===== src/design/mkpc_pkg.sv =====
// ----------------------------------------------------------------------------
// mkpc_pkg
// Shared types and constants of the multi-key press classifier.
// ----------------------------------------------------------------------------
package mkpc_pkg;

	localparam int TIMER_W = 8;
	localparam int COUNT_W = 16;
	localparam int CFG_W   = 8;
	localparam int IDX_W   = 2;
	localparam int KIND_W  = 2;

	localparam logic [IDX_W-1:0] REG_DEBOUNCE  = 2'd0;
	localparam logic [IDX_W-1:0] REG_HOLD      = 2'd1;
	localparam logic [IDX_W-1:0] REG_LONG_HOLD = 2'd2;

	localparam logic [KIND_W-1:0] EV_DOWN = 2'd0;
	localparam logic [KIND_W-1:0] EV_HOLD = 2'd1;
	localparam logic [KIND_W-1:0] EV_LONG = 2'd2;
	localparam logic [KIND_W-1:0] EV_UP   = 2'd3;

	localparam logic [TIMER_W-1:0] TIMER_MAX = 8'hFF;

	typedef struct packed {
		logic [TIMER_W-1:0] debounce;
		logic [TIMER_W-1:0] hold;
		logic [TIMER_W-1:0] long_hold;
	} thresh_t;

	typedef struct packed {
		logic               valid;
		logic [KIND_W-1:0]  kind;
		logic [COUNT_W-1:0] total;
		logic               last;
	} slot_t;

endpackage


===== src/design/mkpc_key_cell.sv =====
// ----------------------------------------------------------------------------
// mkpc_key_cell
// One key: held timer, press counter and one event slot that shifts toward
// the output end of the row.
// ----------------------------------------------------------------------------
module mkpc_key_cell #(
	parameter int KW  = 2,
	parameter int KEY = 0
) (
	input  logic                    clk,
	input  logic                    arst_n,
	input  logic                    load,
	input  logic                    shift,
	input  logic                    level,
	input  mkpc_pkg::thresh_t       thresh,
	input  mkpc_pkg::slot_t         nxt_slot,
	input  logic [KW-1:0]           nxt_key,
	input  logic                    later_in,
	output mkpc_pkg::slot_t         slot,
	output logic [KW-1:0]           key,
	output logic                    any_out
);
	import mkpc_pkg::*;

	logic [TIMER_W-1:0] timer_q;
	logic [COUNT_W-1:0] count_q;
	logic               valid_q;
	logic [KIND_W-1:0]  kind_q;
	logic [COUNT_W-1:0] total_q;
	logic               last_q;
	logic [KW-1:0]      key_q;

	logic               moved;
	logic [TIMER_W-1:0] timer_nxt;
	logic               down;
	logic               ev_valid;
	logic [KIND_W-1:0]  ev_kind;
	logic [COUNT_W-1:0] count_nxt;

	always_comb begin
		moved     = level && (timer_q != TIMER_MAX);
		timer_nxt = level ? (timer_q + TIMER_W'(moved)) : '0;
		down      = moved && ({1'b0, timer_nxt} == ({1'b0, thresh.debounce} + 9'd1));
		count_nxt = count_q + COUNT_W'(down);
		ev_valid  = 1'b0;
		ev_kind   = EV_DOWN;
		if (level) begin
			if (down) begin
				ev_valid = 1'b1;
				ev_kind  = EV_DOWN;
			end else if (timer_nxt > thresh.long_hold) begin
				ev_valid = 1'b1;
				ev_kind  = EV_LONG;
			end else if (timer_nxt > thresh.hold) begin
				ev_valid = 1'b1;
				ev_kind  = EV_HOLD;
			end
		end else if (timer_q > thresh.debounce) begin
			ev_valid = 1'b1;
			ev_kind  = EV_UP;
		end
	end

	assign any_out = ev_valid || later_in;

	always_ff @(posedge clk or negedge arst_n) begin
		if (!arst_n) begin
			timer_q <= '0;
			count_q <= '0;
		end else if (load) begin
			timer_q <= timer_nxt;
			count_q <= count_nxt;
		end
	end

	always_ff @(posedge clk or negedge arst_n) begin
		if (!arst_n) begin
			valid_q <= 1'b0;
		end else if (load) begin
			valid_q <= ev_valid;
		end else if (shift) begin
			valid_q <= nxt_slot.valid;
		end
	end

	always_ff @(posedge clk) begin
		if (load) begin
			kind_q  <= ev_kind;
			total_q <= count_nxt;
			last_q  <= ev_valid && !later_in;
			key_q   <= KW'(KEY);
		end else if (shift) begin
			kind_q  <= nxt_slot.kind;
			total_q <= nxt_slot.total;
			last_q  <= nxt_slot.last;
			key_q   <= nxt_key;
		end
	end

	assign slot = {valid_q, kind_q, total_q, last_q};
	assign key  = key_q;

endmodule


===== src/design/multi_key_press_classifier.sv =====
// ----------------------------------------------------------------------------
// multi_key_press_classifier
// Key debounce with hold and long press reporting over a row of key cells.
// ----------------------------------------------------------------------------
// Each accepted transaction is one scan tick. All key cells update their
// timers and press counters at once and park their event, if any, in a slot;
// the slot row then shifts one place per cycle toward the output register
// while the output is not stalled, and the next tick is taken in the cycle
// the last slot leaves. Events come out in key order, the final one of a
// tick marked by last_event; a stalled output holds the row.
module multi_key_press_classifier #(
	parameter  int NUM_KEYS = 4,
	localparam int KW       = (NUM_KEYS > 1) ? $clog2(NUM_KEYS) : 1
) (
	input  logic                          clk,
	input  logic                          arst_n,
	input  logic                          cfg_we,
	input  logic [mkpc_pkg::IDX_W-1:0]    cfg_index,
	input  logic [mkpc_pkg::CFG_W-1:0]    cfg_data,
	input  logic                          in_valid,
	output logic                          in_ready,
	input  logic [NUM_KEYS-1:0]           key_levels,
	output logic                          out_valid,
	input  logic                          out_ready,
	output logic [KW-1:0]                 key_index,
	output logic [mkpc_pkg::KIND_W-1:0]   event_kind,
	output logic [mkpc_pkg::COUNT_W-1:0]  press_total,
	output logic                          last_event
);
	import mkpc_pkg::*;

	localparam int CW = $clog2(NUM_KEYS + 1);

	thresh_t                     thresh_q;
	logic [CW-1:0]               cnt_q;
	logic                        out_valid_q;
	logic [KW-1:0]               key_q;
	logic [KIND_W-1:0]           kind_q;
	logic [COUNT_W-1:0]          total_q;
	logic                        last_q;

	slot_t                       slots   [NUM_KEYS];
	logic [NUM_KEYS-1:0][KW-1:0] keys;
	logic [NUM_KEYS-1:0]         any;

	logic advance;
	logic shift;
	logic load;

	assign advance  = !out_valid_q || out_ready;
	assign shift    = advance && (cnt_q != '0);
	assign in_ready = (cnt_q == '0) || ((cnt_q == CW'(1)) && advance);
	assign load     = in_valid && in_ready;

	always_ff @(posedge clk or negedge arst_n) begin
		if (!arst_n) begin
			thresh_q.debounce  <= 8'd1;
			thresh_q.hold      <= 8'd50;
			thresh_q.long_hold <= 8'd150;
		end else if (cfg_we) begin
			case (cfg_index)
				REG_DEBOUNCE:  thresh_q.debounce  <= cfg_data;
				REG_HOLD:      thresh_q.hold      <= cfg_data;
				REG_LONG_HOLD: thresh_q.long_hold <= cfg_data;
				default: ;
			endcase
		end
	end

	genvar gi;
	generate
		for (gi = 0; gi < NUM_KEYS; gi++) begin : g_cell
			slot_t         nxt_slot;
			logic [KW-1:0] nxt_key;
			logic          later;
			if (gi == NUM_KEYS - 1) begin : g_end
				assign nxt_slot = '0;
				assign nxt_key  = '0;
				assign later    = 1'b0;
			end else begin : g_mid
				assign nxt_slot = slots[gi+1];
				assign nxt_key  = keys[gi+1];
				assign later    = any[gi+1];
			end
			mkpc_key_cell #(
				.KW (KW),
				.KEY(gi)
			) u_cell (
				.clk     (clk),
				.arst_n  (arst_n),
				.load    (load),
				.shift   (shift),
				.level   (key_levels[gi]),
				.thresh  (thresh_q),
				.nxt_slot(nxt_slot),
				.nxt_key (nxt_key),
				.later_in(later),
				.slot    (slots[gi]),
				.key     (keys[gi]),
				.any_out (any[gi])
			);
		end
	endgenerate

	always_ff @(posedge clk or negedge arst_n) begin
		if (!arst_n) begin
			cnt_q       <= '0;
			out_valid_q <= 1'b0;
		end else begin
			if (load) begin
				cnt_q <= CW'(NUM_KEYS);
			end else if (shift) begin
				cnt_q <= cnt_q - CW'(1);
			end
			if (advance) begin
				out_valid_q <= shift && slots[0].valid;
			end
		end
	end

	always_ff @(posedge clk) begin
		if (advance) begin
			key_q   <= keys[0];
			kind_q  <= slots[0].kind;
			total_q <= slots[0].total;
			last_q  <= slots[0].last;
		end
	end

	assign out_valid   = out_valid_q;
	assign key_index   = key_q;
	assign event_kind  = kind_q;
	assign press_total = total_q;
	assign last_event  = last_q;

endmodule


===== config.mk =====
export PLATFORM = sky130hd
export DESIGN_NAME = multi_key_press_classifier
export DESIGN_NICKNAME = d
export VERILOG_FILES = /design/src/design/mkpc_pkg.sv /design/src/design/mkpc_key_cell.sv /design/src/design/multi_key_press_classifier.sv
export SDC_FILE = /design/constraint.sdc
export NUM_CORES = 1
export LEC_CHECK = 0
export ABC_AREA = 1
export ABC_CLOCK_PERIOD_IN_PS = 5000
export BUFFER_PORTS_ARGS = -buffer_cell sky130_fd_sc_hd__buf_2
export CAP_MARGIN = 20
export CORE_ASPECT_RATIO = 2
export CORE_MARGIN = 2
export CORE_UTILIZATION = 35
export CTS_CLUSTER_SIZE = 25
export DETAILED_ROUTE_END_ITERATION = 8
export GPL_ROUTABILITY_DRIVEN = 0
export GPL_TIMING_DRIVEN = 0
export PLACE_DENSITY = 0.48
export SLEW_MARGIN = 10
export SYNTH_ARGS = -nofsm -noshare
export SYNTH_HDL_FRONTEND = slang
export SYNTH_SLANG_ARGS = --single-unit
export TNS_END_PERCENT = 20

===== constraint.sdc =====
create_clock -name clk -period 5 [get_ports clk]
set_clock_uncertainty 0.2 [all_clocks]
set_input_delay 0.75 -clock clk [delete_from_list [all_inputs] [get_ports clk]]
set_output_delay 0.75 -clock clk [all_outputs]
set_load 0.005 [all_outputs]

; Word level (Yosys, flattened, before mapping)
; Index checks and enable logic that the tools add are counted.
[op_classes]
addsub = 10
n_mul = 0
n_div = 0
order_cmp = 12
n_eq_ne = 11
shifts = 0
mux = 76
bitwise_logic = 0
n_reduce_logical = 30
[op_table]
columns = op, count
row1 = $mux W16, 8
row2 = $gt A8 B8 Y1, 12
row3 = $add A16 B1 Y16, 4
row4 = $mux W2, 24
row5 = $mux W1, 38
row6 = $eq A8 B9 Y1, 4
row7 = $add A8 B1 Y8, 4
row8 = $mux W8, 4
row9 = $ne A8 B8 Y1 const B, 4
row10 = $logic_and A1 B1 Y1, 15
row11 = $add A8 B1 Y9 const B, 1
row12 = $mux W3, 2
row13 = $reduce_and A2 Y1, 3
row14 = $logic_not A1 Y1, 4
row15 = $logic_or A1 B1 Y1, 4
row16 = $eq A3 B1 Y1 const B, 1
row17 = $logic_not A3 Y1, 1
row18 = $reduce_bool A3 Y1, 1
row19 = $sub A3 B1 Y3 const B, 1
row20 = $eq A2 B1 Y1 const B, 1
row21 = $eq A2 B2 Y1 const B, 1
row22 = $logic_not A2 Y1, 1
row23 = $reduce_bool A2 Y1, 1
[word_totals]
register_bits = 233
latchBits = 0
ram_bits = 0
mem_bits_ro = 0
in_bits = 19
n_memories = 0

; Longest topological paths before layout
; Gate-level depths: netlist of the first run.
[depth]
ltp_word = 14
depth_mapped = 30
depth_no_buf = 29

; Cells and area by module
; A second synthesis of the first run with hierarchy kept.
[hier_totals]
hier_cells = 1898
area_unflattened_um2 = 14995.6
[by_module_without_submodules]
columns = mod, instances, cells_each, area_per_inst_um2, seq_area_each_um2
row1 = mkpc_key_cell at g_cell[1].u_cell, 1, 441, 3311.9, 1236.2
row2 = mkpc_key_cell at g_cell[0].u_cell, 1, 441, 3310.7, 1236.2
row3 = mkpc_key_cell at g_cell[2].u_cell, 1, 434, 3265.6, 1236.2
row4 = mkpc_key_cell at g_cell[3].u_cell, 1, 435, 3254.4, 1236.2
row5 = multi_key_press_classifier, 1, 147, 1853.0, 1341.3

; Worst setup path before layout of the first run
; No wires, ideal clock.
[synth_path]
path_kind = input to register
from = input port key_levels[0]
to = register g_cell[0].u_cell.total_q[14] (data pin)
setup_time_ps = 262
arrival_ps = 3820
required_time_ps = 4538
path_slack_ps = 718
path_stages = 24
path_buffers = 1
path_cell_list = buf_2 -> nand2_1 -> inv_1 -> ha_1 -> ha_1 -> or2_2 -> nand3_1 -> nor2_1 -> nor3_1 -> nand2_1 -> nor4_1 -> ha_1 -> ha_1 -> nand2_1 -> nor3_1 -> inv_1 -> nor2_1 -> inv_2 -> nor3_2 -> nand2_1 -> nor2_1 -> nand3_1 -> o31ai_2 -> nand2_1
[synth_between]
elab_chain_len = 7
[synth_lines]
columns = item, line
row1 = start: declaration, multi_key_press_classifier.sv:22  ; input logic [NUM_KEYS-1:0] key_levels,
row2 = $logic_and A1 B1 Y1, mkpc_key_cell.sv:41  ; moved = level && (timer_q != TIMER_MAX);
row3 = $add A8 B1 Y8, mkpc_key_cell.sv:42  ; timer_nxt = level ? (timer_q + TIMER_W'(moved)) : '0;
row4 = $mux W8, mkpc_key_cell.sv:42
row5 = $eq A8 B9 Y1, mkpc_key_cell.sv:43  ; down = moved && ({1'b0, timer_nxt} == ({1'b0, thresh.debounce} + 9'd1));
row6 = $logic_and A1 B1 Y1 *, mkpc_key_cell.sv:43
row7 = $add A16 B1 Y16 *, mkpc_key_cell.sv:44  ; count_nxt = count_q + COUNT_W'(down);
row8 = $mux W16 *, mkpc_key_cell.sv:87  ; if (load) begin
row9 = end signal: assignment, mkpc_key_cell.sv:89  ; total_q <= count_nxt;
row10 = end signal: assignment, mkpc_key_cell.sv:94  ; total_q <= nxt_slot.total;
row11 = end: declaration, mkpc_key_cell.sv:29  ; logic [COUNT_W-1:0] total_q;
; Mark *: on every way between the ends. The rest lies on a longest branch, timed or not.
; A chain may end at the register's enable or synchronous reset.

; Worst setup path after layout of the first run
[layout_path]
from = register thresh_q[16] in the netlist's numbering
to = register g_cell[0].u_cell.total_q[14] (data pin)
[layout_between]
elab_chain_len = 5
[layout_lines]
columns = item, line
row1 = start: declaration, multi_key_press_classifier.sv:34  ; thresh_t thresh_q;
row2 = $add A8 B1 Y9, mkpc_key_cell.sv:43
row3 = $eq A8 B9 Y1, mkpc_key_cell.sv:43
row4 = $logic_and A1 B1 Y1, mkpc_key_cell.sv:43
row5 = $add A16 B1 Y16, mkpc_key_cell.sv:44
row6 = $mux W16, mkpc_key_cell.sv:87
; Every way passes these cells.

==> reports/qor.yml, run 1 <==
yosys:
  synth_edf_count: 97
  post-synth-top-count-cell: "nand2_1"
  ys.flop_type: "dfrtp_1"
  synthTopCellsByCount: "nand2_1, inv_1, o21ai_0, nand3_1, dfrtp_1"
  yosysUniqueCellTypes: 48
  synthTopCellsByArea: "dfrtp_1, edfxtp_1, nand2_1"
  netlist.area_leader.share_pct: 21.8
  synth_top_area_cell: "dfrtp_1"
  syn_inst: 1701
  yosys_warnings: 0
  synth_area_mm2: 0.0137
  synth_seq_cells: 232
  synth_nets: 1832
  ys_seq_area_share_pct: 45.6
  syn_area_per_cell_um2: 8.08
  async_flop_share_pct: 55.2
placed_design:
  dp_hpwl_mm: 34.5
  place_area_mm2: 0.0147
  portBuffers: 40
  dp_cells: 2265
floorplan:
  row_count: 102
  initial_core_util_pct: 35.5
  dieArea_mm2: 0.0410
  num_io_pins: 42
  dieWidth_um: 144
  die_y_um: 284
  core_area_mm2: 0.0387
critical_path:
  cp.buffers_inverters: 6
  cp_max_fo: 9
  crit_arrival_ns: 4.85
  start_kind: "flop"
  worstSetupPathType: "reg2reg"
  max_stage_delay_ns: 0.73
  critPathSlowestCell: "dfstp_2"
  critical_path_required_ns: 5.08
  cpLargestDelayFamily: "simple AND/OR/NAND/NOR gates"
  worstPathCellList: "buf_4, nand3_1, inv_1, nand3_1, nand2_1, inv_2, nand2_1, nand3_1, nor4_4, buf_4, ha_2, ha_2, nand2_2, nor3_2, inv_1, nor2_2, inv_2, nor3_4, nand2_2, nor2_4, nand3_2, o31ai_4, nand2_1"
  cp-end-kind: "flop"
global_route:
  grt_max_degree: 87
  grt_pass1_wl_mm: 67.2
  gr-total-overflow: 0
  antenna_found_initial: 0
  grt_usage_pct: 22.1
  first_global_vias: 11700
power:
  power.share.combinational_pct: 37.0
  p_clk_share_pct: 23.1
  p_sw_w: 0.00328
  power.internal_w: 0.00477
  p_leak_nw: 7.74
  seqPwrFrac_pct: 39.9
  p_per_area_mw_per_mm2: 513
  irDropWorstVdd_mv: 0.240
  switching_share_pct: 40.7
sta:
  tightest_slew_ns: 0.905
  fin_crit_ns: 4.77
  maxSlewHeadroom_pct: 39.7
  drv_slew: 0
  rsz0062_at_grt: "true"
  setup_viol: 0
  fin_crit_sh_pct: 95.4
  hold_viol: 0
  fmax_mhz: 210
detailed_routing:
  avgViaCountPerCell: 5.06
  wire_per_inst_um: 19.3
  drc: 0
  num_vias: 11700
  totalWireLength_mm: 44.7
  firstDrtPassIters: 5
  ant_nets: 0
  drtIter0Drc: 556
hold_path:
  holdCritPathClass: "reg2reg"
final_layout:
  final_nets: 1913
  fin_cells: 2320
  final_util_pct: 40.6
  final_cell_area_mm2: 0.0157
  diodes: 0
  area_delta_synth_final_pct: 14.3
  drive_gt1_share_pct: 10.6
cts:
  clock_sinks: 232
  htreeDepth: 1
  clk_pin_slew_worst_paths_ns: 0.06
  clkLatencyLatePin_ns: 0.55
  cts_buffers: 25
  clockRootBuffer: "clkbuf_16"
  cts_buffer_depth: 3
  cts_tree: "yes"
run:
  maxCapViolations: 0
status:
  status: "completed"
[worst register-to-register path, stage by stage, from the launching register on]
cell	delay, ns
dfstp_2	0.73
buf_4	0.29
nand3_1	0.14
inv_1	0.11
nand3_1	0.08
nand2_1	0.36
inv_2	0.19
nand2_1	0.13
nand3_1	0.11
nor4_4	0.24
buf_4	0.19
ha_2	0.19
ha_2	0.18
nand2_2	0.09
nor3_2	0.20
inv_1	0.10
nor2_2	0.10
inv_2	0.06
nor3_4	0.21
nand2_2	0.12
nor2_4	0.14
nand3_2	0.10
o31ai_4	0.20
nand2_1	0.07
[power by group through the flow]
stage	clock network, W	registers (W)	logic (W)
finish	0.00186	0.00321	0.00298
floorplan	0	0.00316	0.00189
CTS	0.00192	0.00321	0.00300
detailed placement	0	0.00324	0.00297
global placement	0	0.00326	0.00288
global route	0.00198	0.00329	0.00339
[sequential cells by signal, indices dropped and copies added (netlist names)]
signal	count
g_cell.u_cell.timer_q	32
g_cell.u_cell.valid_q	4
key_index	2
g_cell.u_cell.count_q	64
g_cell.u_cell.kind_q	8
cnt_q	3
thresh_q	24
g_cell.u_cell.total_q	64
event_kind	2
press_total	16
g_cell.u_cell.key	7
last_event	1
g_cell.u_cell.last_q	4
out_valid	1
[cells in the final DEF (no fill, tap or decap), types with 5 or more instances in the layout]
cell,n
nand3_1,117
nand4_1,39
edfxtp_1,97
dfxtp_1,7
nor2_4,5
xor2_1,14
buf_4,13
nor3_2,8
dfrtp_2,6
clkbuf_1,28
inv_2,8
o21ai_1,5
buf_2,49
dfstp_2,8
o21bai_1,12
nand3_2,9
ha_1,107
a31oi_1,6
nand2_1,505
dfrtp_1,114
a21oi_1,68
nand2_2,10
o211ai_1,7
ha_2,5
or2_2,6
nor3_1,11
inv_1,199
nor2_1,114
clkbuf_16,25
o21ai_0,133
nor2_2,5
[layer usage]
layer	GRT usage, %	share of wire [%]	routed length (um)	vias to the layer above
li1	-	-	-	5815
met1	20.3	32	14500	5522
met2	43.8	56	25200	279
met3	1.89	2.9	1280	133
met4	15.4	8.4	3760	0
met5	0	0	0	-
[layout make-up]
class | instances | area, um2
tap | 520 | 651
sequential | 232 | 6270
buffer | 42 | 189
timing repair buffer | 54 | 358
clock buffer | 33 | 696
multi-input combinational | 1218 | 6660
clock inverter | 12 | 103
inverter | 209 | 787
fill | 3979 | 23000
[cells by family after synthesis]
logic type | synth area share, %
AND/OR/NAND/NOR | 26.3
XOR/XNOR | 1.20
buffers and inverters | 7.04
adder cells (fa/ha/maj) | 10.2
AO/OA/AOI/OAI | 9.70
flip-flops | 45.6
[worst paths after layout]
path	from	endpoint	slack (ns)	cells past startpoint
max	thresh_q[16]	g_cell[0].u_cell.total_q[14]	0.23	23
min	g_cell[0].u_cell.total_q[12]	press_total[12]	0.22	0
max reg2reg	thresh_q[16]	g_cell[0].u_cell.total_q[14]	0.23	23
min reg2reg	g_cell[0].u_cell.total_q[12]	press_total[12]	0.22	0
max in group asynchronous	arst_n	g_cell[0].u_cell.timer_q[4]	3.26	3
min in group asynchronous	arst_n	g_cell[3].u_cell.timer_q[3]	0.48	2
[per-stage QoR]
| step | setup TNS [ns] | hold WS [ns] | worst slack (ns) | total power, W |
|---|---|---|---|---|
| 3_3_place_gp | -88.03 | 0.203 | -1.35 | 0.00614 |
| 4_1_cts | -0.0238 | 0.222 | -0.0238 | 0.00812 |
| 6_report | 0 | 0.220 | 0.231 | 0.00806 |
| 5_1_grt | -0.0902 | 0.227 | -0.0535 | 0.00866 |
| 3_5_place_dp | -6.92 | 0.206 | -0.738 | 0.00621 |
| 2_1_floorplan | 0 | 0.200 | 0.718 | 0.00506 |
[timing repair]
action	4_1_cts	5_1_grt
hold buffers	1	0
setup buffers	3	6
gates resized for setup	17	23
pin swaps	7	11
endpoints found under the setup margin	11	23
hold endpoints to repair	34	0
No activity file was read; power rests on OpenSTA's default activity.
==> inputs of run 2 (changes only) <==
RECOVER_POWER = 25   (was default)
TNS_END_PERCENT = default   (was 20)
==> run 2 against run 1 <==
  * The run now ends with capacitance limit, slew limit left
  * Register-to-register slack improved by 0.08 ns
  * Count of clock-buffer cells in the layout unchanged
  * First-iteration DRC count up 3.4%
  * Global-route usage unchanged
  * Setup slack better by 0.082 ns
  * Die area stayed put
  * Non-clock buffer count increased by 1
  * Flip-flop and latch count unchanged
  * Critical path depth grew 6
  * Highest routed layer unchanged
==> reports/qor.yml, run 2 (synthesis gave the netlist of run 1 again) <==
status:
  status: "finished with violations"
  violations: "capacitance limit, slew limit"
critical_path:
  crit_arrival_ns: 4.77  # -0.08 ns
  max_stage_delay_ns: 0.36  # -0.37 ns
  critPathSlowestCell: "dfrtp_1"
  critical_path_required_ns: 5.08  # about the same
  regToRegStartpoint: "g_cell[0].u_cell.timer_q[2]"
  r2r_slack_ns: 0.31  # +0.08 ns
  cp-end-kind: "flop"
  start_kind: "flop"
  worstSetupPathType: "reg2reg"
  worstRegToRegCells: 29  # +26%
  cp_max_fo: 7  # -2
  rr_endpoint: "g_cell[0].u_cell.total_q[14]"
sta:
  finalSetupTns_ns: 0  # unchanged
  tightest_slew_ns: 2.70  # +1.80 ns
  fin_crit_ns: 4.69  # -0.0824 ns
  drv_slew: 43  # +43
  setup_viol: 0  # unchanged
  whs_ns: 0.220  # +0.000459 ns
  fin_crit_sh_pct: 93.7  # -1.6 points
  maxSlewHeadroom_pct: -80.2  # -120 points
  hold_viol: 0  # unchanged
  fmax_mhz: 213  # +1.8%
global_route:
  first_global_vias: 11700  # unchanged
  grt_usage_pct: 22.1  # unchanged
  antenna_found_initial: 0  # unchanged
  use_met3_pct: 1.89  # unchanged
  busiest_layer: "met2"
  use_met1_pct: 20.3  # unchanged
  grtUsageMet2_pct: 43.8  # unchanged
  gr-total-overflow: 0  # unchanged
  grt_pass1_wl_mm: 67.2  # unchanged
  grt_max_degree: 87  # unchanged
floorplan:
  row_count: 102  # unchanged
  core_area_mm2: 0.0387  # unchanged
  num_io_pins: 42  # unchanged
  initial_core_util_pct: 35.5  # unchanged
  dieWidth_um: 144  # unchanged
  dieArea_mm2: 0.0410  # unchanged
  die_y_um: 284  # unchanged
power:
  p_leak_nw: 7.73  # about the same
  total_power_w: 0.00807  # +0.12%
  p_per_area_mw_per_mm2: 513  # about the same
  irDropWorstVdd_mv: 0.241  # +0.11%
cts:
  clkLatencyLatePin_ns: 0.55  # about the same
  clk_pin_slew_worst_paths_ns: 0.06  # about the same
  clockRootBuffer: "clkbuf_16"
  cts_buffer_depth: 3  # unchanged
  htreeDepth: 1  # unchanged
  cts_tree: "yes"
  cts_buffers: 25  # unchanged
  clock_sinks: 232  # unchanged
detailed_routing:
  num_vias: 11700  # -0.051%
  avgViaCountPerCell: 5.06  # about the same
  firstDrtPassIters: 5  # unchanged
  wire_per_inst_um: 19.3  # +0.18%
  drtIter0Drc: 575  # +3.4%
  drc: 0  # unchanged
  totalWireLength_mm: 44.8  # +0.22%
  ant_nets: 0  # unchanged
final_layout:
  layout_commonest_cell: "nand2_1"
  final_nets: 1914  # +0.052%
  diodes: 0  # unchanged
  area_delta_synth_final_pct: 14.4  # about the same
  final_cell_area_mm2: 0.0157  # about the same
  layout_common_cells: "nand2_1, inv_1, o21ai_0"
  final_util_pct: 40.7  # about the same
  top_regs: "g_cell.u_cell.count_q x64, g_cell.u_cell.total_q x64, g_cell.u_cell.timer_q x32"
  drive_gt1_share_pct: 10.9  # +0.33 points
placed_design:
  dp_hpwl_mm: 34.5  # unchanged
  portBuffers: 40  # unchanged
  place_area_mm2: 0.0147  # unchanged
hold_path:
  min_from: "g_cell[0].u_cell.total_q[2]"
  holdCritPathClass: "reg2reg"
  hold_path_depth: 0  # unchanged
  min_to: "press_total[2]"
run:
  maxCapViolations: 1  # +1
-- run 2: timing repair --
item,in CTS,in global routing
buffers inserted,3,7
gates resized for setup,17,31
pin swaps,7,13
hold buffers,1,0
hold endpoints to repair,34,0
setup endpoints to repair,11,23
-- run 2: area by class of cell --
| cell class | count | area, um2 |
|---|---|---|
| well taps | 520 | 651 |
| repair buffers | 55 | 343 |
| fillers | 3982 | 22900 |
| inverters | 209 | 787 |
| multi-input cells | 1218 | 6690 |
| clock buffers | 33 | 696 |
| flip-flops and latches | 232 | 6270 |
| plain buffers | 42 | 189 |
| clock inverters | 12 | 103 |
-- run 2: power by group --
part / switching, W / leakage [nW] / internal [W] / total (W)
Clock: 0.000826 / 0.389 / 0.00104 / 0.00186
Combinational: 0.00209 / 4.52 / 0.000900 / 0.00299
Sequential: 0.000378 / 2.82 / 0.00284 / 0.00321
-- run 2: routing by layer --
layer / vias up / part of all wire [%]
li1: 5815 / -
met1: 5534 / 33
met2: 269 / 56
met3: 125 / 2.6
met4: 0 / 8.4
met5: - / 0
-- run 2: worst max-delay path, delay by kind of cell (launching register included) --
kind	cells	cell delay (ns)
xor+xnor	1	0.14
compound gates	1	0.20
flops	1	0.36
simple gates	18	2.11
buf+inv	5	0.54
fa+ha+maj	4	0.88
-- run 2: worst max path at each step --
stage,startpoint,to,slack (ns),cells after the start
after floorplan,key_levels[0],g_cell[0].u_cell.total_q[14],0.72,24
after global routing,g_cell[2].u_cell.timer_q[3],g_cell[2].u_cell.count_q[14],-0.04,26
after global placement,key_levels[0],g_cell[0].u_cell.total_q[14],-1.35,25
after detailed placement,key_levels[0],g_cell[0].u_cell.total_q[14],-0.74,26
final,g_cell[0].u_cell.timer_q[2],g_cell[0].u_cell.total_q[14],0.31,29
after CTS,g_cell[0].u_cell.timer_q[2],g_cell[0].u_cell.total_q[14],-0.02,29
-- run 2: per-stage QoR --
stage          setup slack [ns]  std cells
6_report                  0.313       2321
5_1_grt                 -0.0384       2321
4_1_cts                 -0.0238       2314
3_5_place_dp             -0.738       2265
3_3_place_gp              -1.35       2261
2_1_floorplan             0.718       1701
